===== config.mk =====
export PLATFORM = sky130hd
export DESIGN_NAME = pixel_blend_modes_core
export DESIGN_NICKNAME = d
export VERILOG_FILES = /design/src/design/pbm_pkg.sv /design/src/design/pixel_blend_modes_core.sv
export SDC_FILE = /design/constraint.sdc
export NUM_CORES = 1
export LEC_CHECK = 0
export ABC_AREA = 1
export BUFFER_PORTS_ARGS = -buffer_cell sky130_fd_sc_hd__buf_2
export CORE_MARGIN = 1
export CORE_UTILIZATION = 45
export CTS_CLUSTER_SIZE = 24
export DETAILED_ROUTE_END_ITERATION = 7
export GPL_ROUTABILITY_DRIVEN = 0
export GPL_TIMING_DRIVEN = 0
export SKIP_LAST_GASP = 1
export SYNTH_ARGS = -nofsm -noshare
export SYNTH_HDL_FRONTEND = slang
export SYNTH_SLANG_ARGS = --single-unit

===== constraint.sdc =====
create_clock -name clk -period 7.29 [get_ports clk]
set_input_delay 1.458 -clock clk [delete_from_list [all_inputs] [get_ports clk]]
set_output_delay 1.458 -clock clk [all_outputs]
set_load 0.02 [all_outputs]

===== src/design/pbm_pkg.sv =====
// ---------------------------------------------------------------------------
// Pixel blend modes package
// Payload types, blend mode codes and the constants of the divide-by-255
// rounding that the blend pipeline shares.
// ---------------------------------------------------------------------------
package pbm_pkg;

    localparam int CHAN_W   = 8;
    localparam int NUM_CHAN = 3;

    // Rounded sum before the division: 2*255*255 + 127 fits in 18 bits.
    localparam int SUM_W = 18;

    // floor(x / 255) == (x * DIV255_RECIP) >> DIV255_SHIFT for every x below
    // 132626, which covers the largest rounded sum of 130177.
    localparam int                DIV255_SHIFT = 25;
    localparam logic [SUM_W-1:0]  DIV255_RECIP = 18'd131587;
    localparam logic [SUM_W-1:0]  ROUND_BIAS   = 18'd127;

    typedef logic [CHAN_W-1:0] chan_t;

    typedef enum logic [1:0] {
        BLEND_MULTIPLY = 2'd0,
        BLEND_SUBTRACT = 2'd1,
        BLEND_SCREEN   = 2'd2,
        BLEND_OVERLAY  = 2'd3
    } blend_mode_t;

    typedef struct packed {
        chan_t base_blue;
        chan_t base_green;
        chan_t base_red;
        chan_t top_blue;
        chan_t top_green;
        chan_t top_red;
    } pixel_pair_t;

    typedef struct packed {
        chan_t out_blue;
        chan_t out_green;
        chan_t out_red;
    } pixel_out_t;

    // Per-channel control that travels down the pipeline beside the data.
    typedef struct packed {
        logic  dbl;      // product is doubled (overlay)
        logic  inv;      // result is 255 minus the quotient
        logic  byp;      // result is the subtract value, no division
        chan_t sub;      // clamped difference for subtract
    } chan_ctrl_t;

endpackage


===== src/design/pixel_blend_modes_core.sv =====
// ---------------------------------------------------------------------------
// Pixel blend modes core
// Blends a base BGR pixel with a top BGR pixel per channel by multiply,
// subtract, screen or overlay, with exact rounding of the division by 255.
// ---------------------------------------------------------------------------
// The core takes one pixel pair per clock and returns the blended pixel
// after its pipeline stages: operand selection, an 8 by 8 multiply, a
// reciprocal multiply that divides by 255, and the final complement or
// subtract select, each behind a register. Every stage holds its item while
// the next one cannot take it, so the core keeps one pixel per clock as long
// as the output is not stalled. blend_mode must only be written while no pixel
// is in flight.
module pixel_blend_modes_core (
    input  logic                clk,
    input  logic                rst_n,
    input  logic                blend_mode_we,
    input  logic [1:0]          blend_mode_wdata,
    input  logic                pair_valid,
    output logic                pair_stall,
    input  pbm_pkg::pixel_pair_t pair,
    output logic                blend_valid,
    input  logic                blend_stall,
    output pbm_pkg::pixel_out_t blend
);
    import pbm_pkg::*;

    blend_mode_t mode_reg;

    logic v1_reg, v2_reg, v3_reg, v4_reg;
    logic rdy1, rdy2, rdy3, rdy4;

    chan_t      base_c [NUM_CHAN];
    chan_t      top_c  [NUM_CHAN];

    chan_t      s1_a_reg    [NUM_CHAN];
    chan_t      s1_b_reg    [NUM_CHAN];
    chan_ctrl_t s1_ctrl_reg [NUM_CHAN];
    chan_t      s1_a_next   [NUM_CHAN];
    chan_t      s1_b_next   [NUM_CHAN];
    chan_ctrl_t s1_ctrl_next[NUM_CHAN];

    logic [SUM_W-1:0] s2_sum_reg  [NUM_CHAN];
    logic [SUM_W-1:0] s2_sum_next [NUM_CHAN];
    chan_ctrl_t       s2_ctrl_reg [NUM_CHAN];

    logic [CHAN_W:0]  s3_q_reg    [NUM_CHAN];
    logic [CHAN_W:0]  s3_q_next   [NUM_CHAN];
    chan_ctrl_t       s3_ctrl_reg [NUM_CHAN];

    chan_t            s4_out_reg  [NUM_CHAN];
    chan_t            s4_out_next [NUM_CHAN];

    // A stage may take a new item when it is empty or its item moves on.
    assign rdy4       = !v4_reg || !blend_stall;
    assign rdy3       = !v3_reg || rdy4;
    assign rdy2       = !v2_reg || rdy3;
    assign rdy1       = !v1_reg || rdy2;
    assign pair_stall = !rdy1;

    assign base_c[0] = pair.base_blue;
    assign base_c[1] = pair.base_green;
    assign base_c[2] = pair.base_red;
    assign top_c[0]  = pair.top_blue;
    assign top_c[1]  = pair.top_green;
    assign top_c[2]  = pair.top_red;

    // Stage 1: pick the multiplier operands. Screen and the upper overlay
    // branch work on the complements and complement the quotient again.
    always_comb
    begin
        for (int c = 0; c < NUM_CHAN; c++)
        begin
            s1_a_next[c]         = base_c[c];
            s1_b_next[c]         = top_c[c];
            s1_ctrl_next[c].dbl  = 1'b0;
            s1_ctrl_next[c].inv  = 1'b0;
            s1_ctrl_next[c].byp  = 1'b0;
            s1_ctrl_next[c].sub  = (base_c[c] > top_c[c]) ? (base_c[c] - top_c[c])
                                                          : '0;
            unique case (mode_reg)
                BLEND_MULTIPLY:
                begin
                end
                BLEND_SUBTRACT:
                begin
                    s1_ctrl_next[c].byp = 1'b1;
                end
                BLEND_SCREEN:
                begin
                    s1_a_next[c]        = ~base_c[c];
                    s1_b_next[c]        = ~top_c[c];
                    s1_ctrl_next[c].inv = 1'b1;
                end
                BLEND_OVERLAY:
                begin
                    s1_ctrl_next[c].dbl = 1'b1;
                    if (top_c[c][CHAN_W-1])
                    begin
                        s1_a_next[c]        = ~base_c[c];
                        s1_b_next[c]        = ~top_c[c];
                        s1_ctrl_next[c].inv = 1'b1;
                    end
                end
                default:
                begin
                end
            endcase
        end
    end

    // Stage 2: product, doubled for overlay, plus the rounding bias.
    always_comb
    begin
        for (int c = 0; c < NUM_CHAN; c++)
        begin
            logic [2*CHAN_W-1:0] prod;
            prod = s1_a_reg[c] * s1_b_reg[c];
            if (s1_ctrl_reg[c].dbl)
                s2_sum_next[c] = {1'b0, prod, 1'b0} + ROUND_BIAS;
            else
                s2_sum_next[c] = {2'b00, prod} + ROUND_BIAS;
        end
    end

    // Stage 3: division by 255 through the reciprocal.
    always_comb
    begin
        for (int c = 0; c < NUM_CHAN; c++)
        begin
            logic [2*SUM_W-1:0] rp;
            rp           = s2_sum_reg[c] * DIV255_RECIP;
            s3_q_next[c] = rp[DIV255_SHIFT+CHAN_W:DIV255_SHIFT];
        end
    end

    // Stage 4: select the subtract value, the quotient or its complement.
    always_comb
    begin
        for (int c = 0; c < NUM_CHAN; c++)
        begin
            if (s3_ctrl_reg[c].byp)
                s4_out_next[c] = s3_ctrl_reg[c].sub;
            else if (s3_ctrl_reg[c].inv)
                s4_out_next[c] = ~s3_q_reg[c][CHAN_W-1:0];
            else
                s4_out_next[c] = s3_q_reg[c][CHAN_W-1:0];
        end
    end

    always_ff @(posedge clk or negedge rst_n)
    begin
        if (!rst_n)
        begin
            mode_reg <= BLEND_MULTIPLY;
            v1_reg   <= 1'b0;
            v2_reg   <= 1'b0;
            v3_reg   <= 1'b0;
            v4_reg   <= 1'b0;
        end
        else
        begin
            if (blend_mode_we)
                mode_reg <= blend_mode_t'(blend_mode_wdata);
            if (rdy1)
                v1_reg <= pair_valid;
            if (rdy2)
                v2_reg <= v1_reg;
            if (rdy3)
                v3_reg <= v2_reg;
            if (rdy4)
                v4_reg <= v3_reg;
        end
    end

    always_ff @(posedge clk)
    begin
        for (int c = 0; c < NUM_CHAN; c++)
        begin
            if (rdy1)
            begin
                s1_a_reg[c]    <= s1_a_next[c];
                s1_b_reg[c]    <= s1_b_next[c];
                s1_ctrl_reg[c] <= s1_ctrl_next[c];
            end
            if (rdy2)
            begin
                s2_sum_reg[c]  <= s2_sum_next[c];
                s2_ctrl_reg[c] <= s1_ctrl_reg[c];
            end
            if (rdy3)
            begin
                s3_q_reg[c]    <= s3_q_next[c];
                s3_ctrl_reg[c] <= s2_ctrl_reg[c];
            end
            if (rdy4)
                s4_out_reg[c]  <= s4_out_next[c];
        end
    end

    assign blend_valid     = v4_reg;
    assign blend.out_blue  = s4_out_reg[0];
    assign blend.out_green = s4_out_reg[1];
    assign blend.out_red   = s4_out_reg[2];

`ifndef NO_ASSERTIONS
    // The input can only be held off when every stage is occupied.
    a_stall_only_when_full: assert property (
        @(posedge clk) disable iff (!rst_n)
        pair_stall |-> (v1_reg && v2_reg && v3_reg && v4_reg))
        else $error("input stalled with an empty stage");

    // An accepted pixel pair always lands in the first stage.
    a_transfer_enters: assert property (
        @(posedge clk) disable iff (!rst_n)
        (pair_valid && !pair_stall) |=> v1_reg)
        else $error("accepted pixel pair lost at stage 1");

    // Every quotient of a valid item fits in one channel.
    a_quotient_range: assert property (
        @(posedge clk) disable iff (!rst_n)
        v3_reg |-> (!s3_q_reg[0][CHAN_W] && !s3_q_reg[1][CHAN_W] &&
                    !s3_q_reg[2][CHAN_W]))
        else $error("division by 255 overflowed a channel");
`endif

endmodule

==> impl_metrics.ini <==
[sta]
setup_viol = 0
clock.fmax_mhz = 188.2
period_needed_ns = 5.314
rsz0062_at_grt = false
hold_viol = 0
fin_setup_tns_ns = 0
fin_skew_ns = 0.02466
tightest_slew_ns = 0.9662
relSlewSlack_pct = 35.43
drv_slew = 0
period_share_pct = 72.90

[clock_tree]
post_cts_buffers = 0
clk_pin_slew_ns = 0.06
clk_path_buf_depth = 3
cts_hold_buffers = 0
worstSkewPairLatency_ns = 0.58
post_cts_resized = 0
htreeDepth = 1
cts_tree = done
cts.sinks = 241
cts_buffers = 30
ctsRootBufferMaster = clkbuf_16

[worst_setup_path]
cp-startpoint = blend_stall
cp.arrival_ns = 3.86
path_max_fanout = 31
r2r_start = s1_b_reg[0][7]$_DFFE_PN_
worstSetupPathType = in -> out
startpoint_type = input port
worstSetupEndpoint = pair_stall
rrSetupSlack_ns = 2.25
reg2regPathDepth = 22
timing.rr.end = s2_sum_reg[0][16]$_DFFE_PP_
endpoint_kind = primary output
crit_required_ns = 5.83

[logic_synthesis]
synth_seq_cells = 241
async_reset_ff_share_pct = 2.490
netlist_area_um2 = 27450
synth_cells = 3322
post_synth.cell_area_avg_um2 = 8.262
syn_nets = 4034
synth_edf_count = 235
synth_cell_types = 49
ys_warn_count = 0
yosysSeqAreaShare_pct = 26.26
synthFlopType = edfxtp_1

[drt]
drt_iter0_markers = 1133
drcViolationCount = 0
drtAntennaViolNets = 0
drt_wl_total_um = 60570
via_count = 20670
dr.pass1.iters = 5
vias_per_cell = 4.872
avgRoutedWirePerCell_um = 14.27

[final_layout]
multi_input_area_um2 = 17190
syn2layout_area_growth_pct = 9.173
final_cell_mix = nand2_1, inv_1, ha_1, edfxtp_1, nor2_1
mostFrequentLayoutCell = nand2_1
seq_area_um2 = 7207
layout.nets = 4149
insertedDiodeCount = 0
largest_reg_flops = 54
drive_above_1_share_pct = 6.385
nFillCells = 5872

[grt]
grt_pass1_vias = 19630
grt_overflow = 0
grt_max_degree = 61
grt_pass1_wl_um = 99930
grt_util_all_layers_pct = 19.84
antenna_found_initial = 2

[place]
port_buffers = 80
hpwlAfterDp_um = 50950

[outcome]
outcome = finished clean

[hold_path]
whs_path_depth = 0
min_from = s2_ctrl_reg[0][14]$_DFFE_PP_
hp-class = reg -> reg

[die]
initial_core_util_pct = 45.47
die_y_um = 249.0
rows = 90
core_um2 = 60360
ios = 81
fp.dieW_um = 249.0
die-area_um2 = 61980

[run]
drv_cap = 0
[cell type report]
class | instances | area share [%]
tap | 782 | 3.266
buffer | 71 | 0.9855
clock inverter | 21 | 0.9187
multi-input combinational | 2277 | 57.38
clock buffer | 35 | 2.635
sequential | 241 | 24.05
inverter | 733 | 9.204
timing repair buffer | 83 | 1.562
[stage by stage]
stage	area [um2]	util, %	instances	hold WS (ns)	worst slack, ns
floorplan	27450	-	3322	0.4003	0.3932
global placement	28830	47.76	4184	0.4004	-1.261
detailed placement	28900	47.88	4187	0.4045	1.906
CTS	29960	49.64	4243	0.3883	1.892
global route	29960	49.64	4243	0.3958	1.708
finish	29960	49.64	4243	0.3997	1.976
[routing by layer]
| layer | share of wire, % | track usage [%] | wire length [um] | vias to the layer above |
|---|---|---|---|---|
| met5 | 0 | 0 | 0 | - |
| met4 | 1.5 | 3.354 | 919 | 0 |
| met3 | 4.0 | 1.620 | 2441 | 56 |
| met2 | 42 | 30.73 | 25270 | 370 |
| met1 | 53 | 30.34 | 31930 | 9348 |
| li1 | - | - | - | 10900 |
[kinds of logic (layout without fill, tap and decap cells)]
family	after synthesis	count (layout)	synth area share, %
and+or+nand+nor	1159	1159	17.93
adders and majority gates	657	657	33.89
buffers and inverters	804	943	11.10
xor gates and xnor gates	113	113	3.661
DFF	241	241	26.26
AOI/OAI and AO/OA	348	348	7.158
[worst min-delay path by stage]
| stage | to | slack (ns) |
|---|---|---|
| after CTS | s3_ctrl_reg[0][14]$_DFFE_PP_ | 0.39 |
| after detailed placement | s2_ctrl_reg[0][14]$_DFFE_PP_ | 0.40 |
| after floorplan | s2_ctrl_reg[0][0]$_DFFE_PP_ | 0.40 |
| after global placement | s3_ctrl_reg[0][23]$_DFFE_PP_ | 0.40 |
| after global routing | s3_ctrl_reg[0][14]$_DFFE_PP_ | 0.40 |
| final | s3_ctrl_reg[0][14]$_DFFE_PP_ | 0.40 |
[critical path, stage by stage]
cell     delay [ns]
buf_2          0.10
nand2_1        0.70
nor2_1         0.12
inv_2          0.45
buf_12         0.28
nor2_1         0.09
inv_4          0.29
nor2_1         0.16
buf_2          0.19
[synthesized netlist by cell type, drive strengths merged (28+ instances only)]
master  instances  area share [%]
nand2         751              11
inv           732              10
ha            513              23
edfxtp        235              26
nor2          186             2.9
fa            144              11
nand3         142             2.7
o21ai         133             2.4
a21oi         115             2.1
xor2           76             2.5
clkbuf         55            0.75
xnor2          37             1.2
nand4          31            0.73
nor3           28            0.53
Power is left out: the tool's default activity adds up to more than one toggle a clock period on the data nets, which glitch-free logic cannot reach.
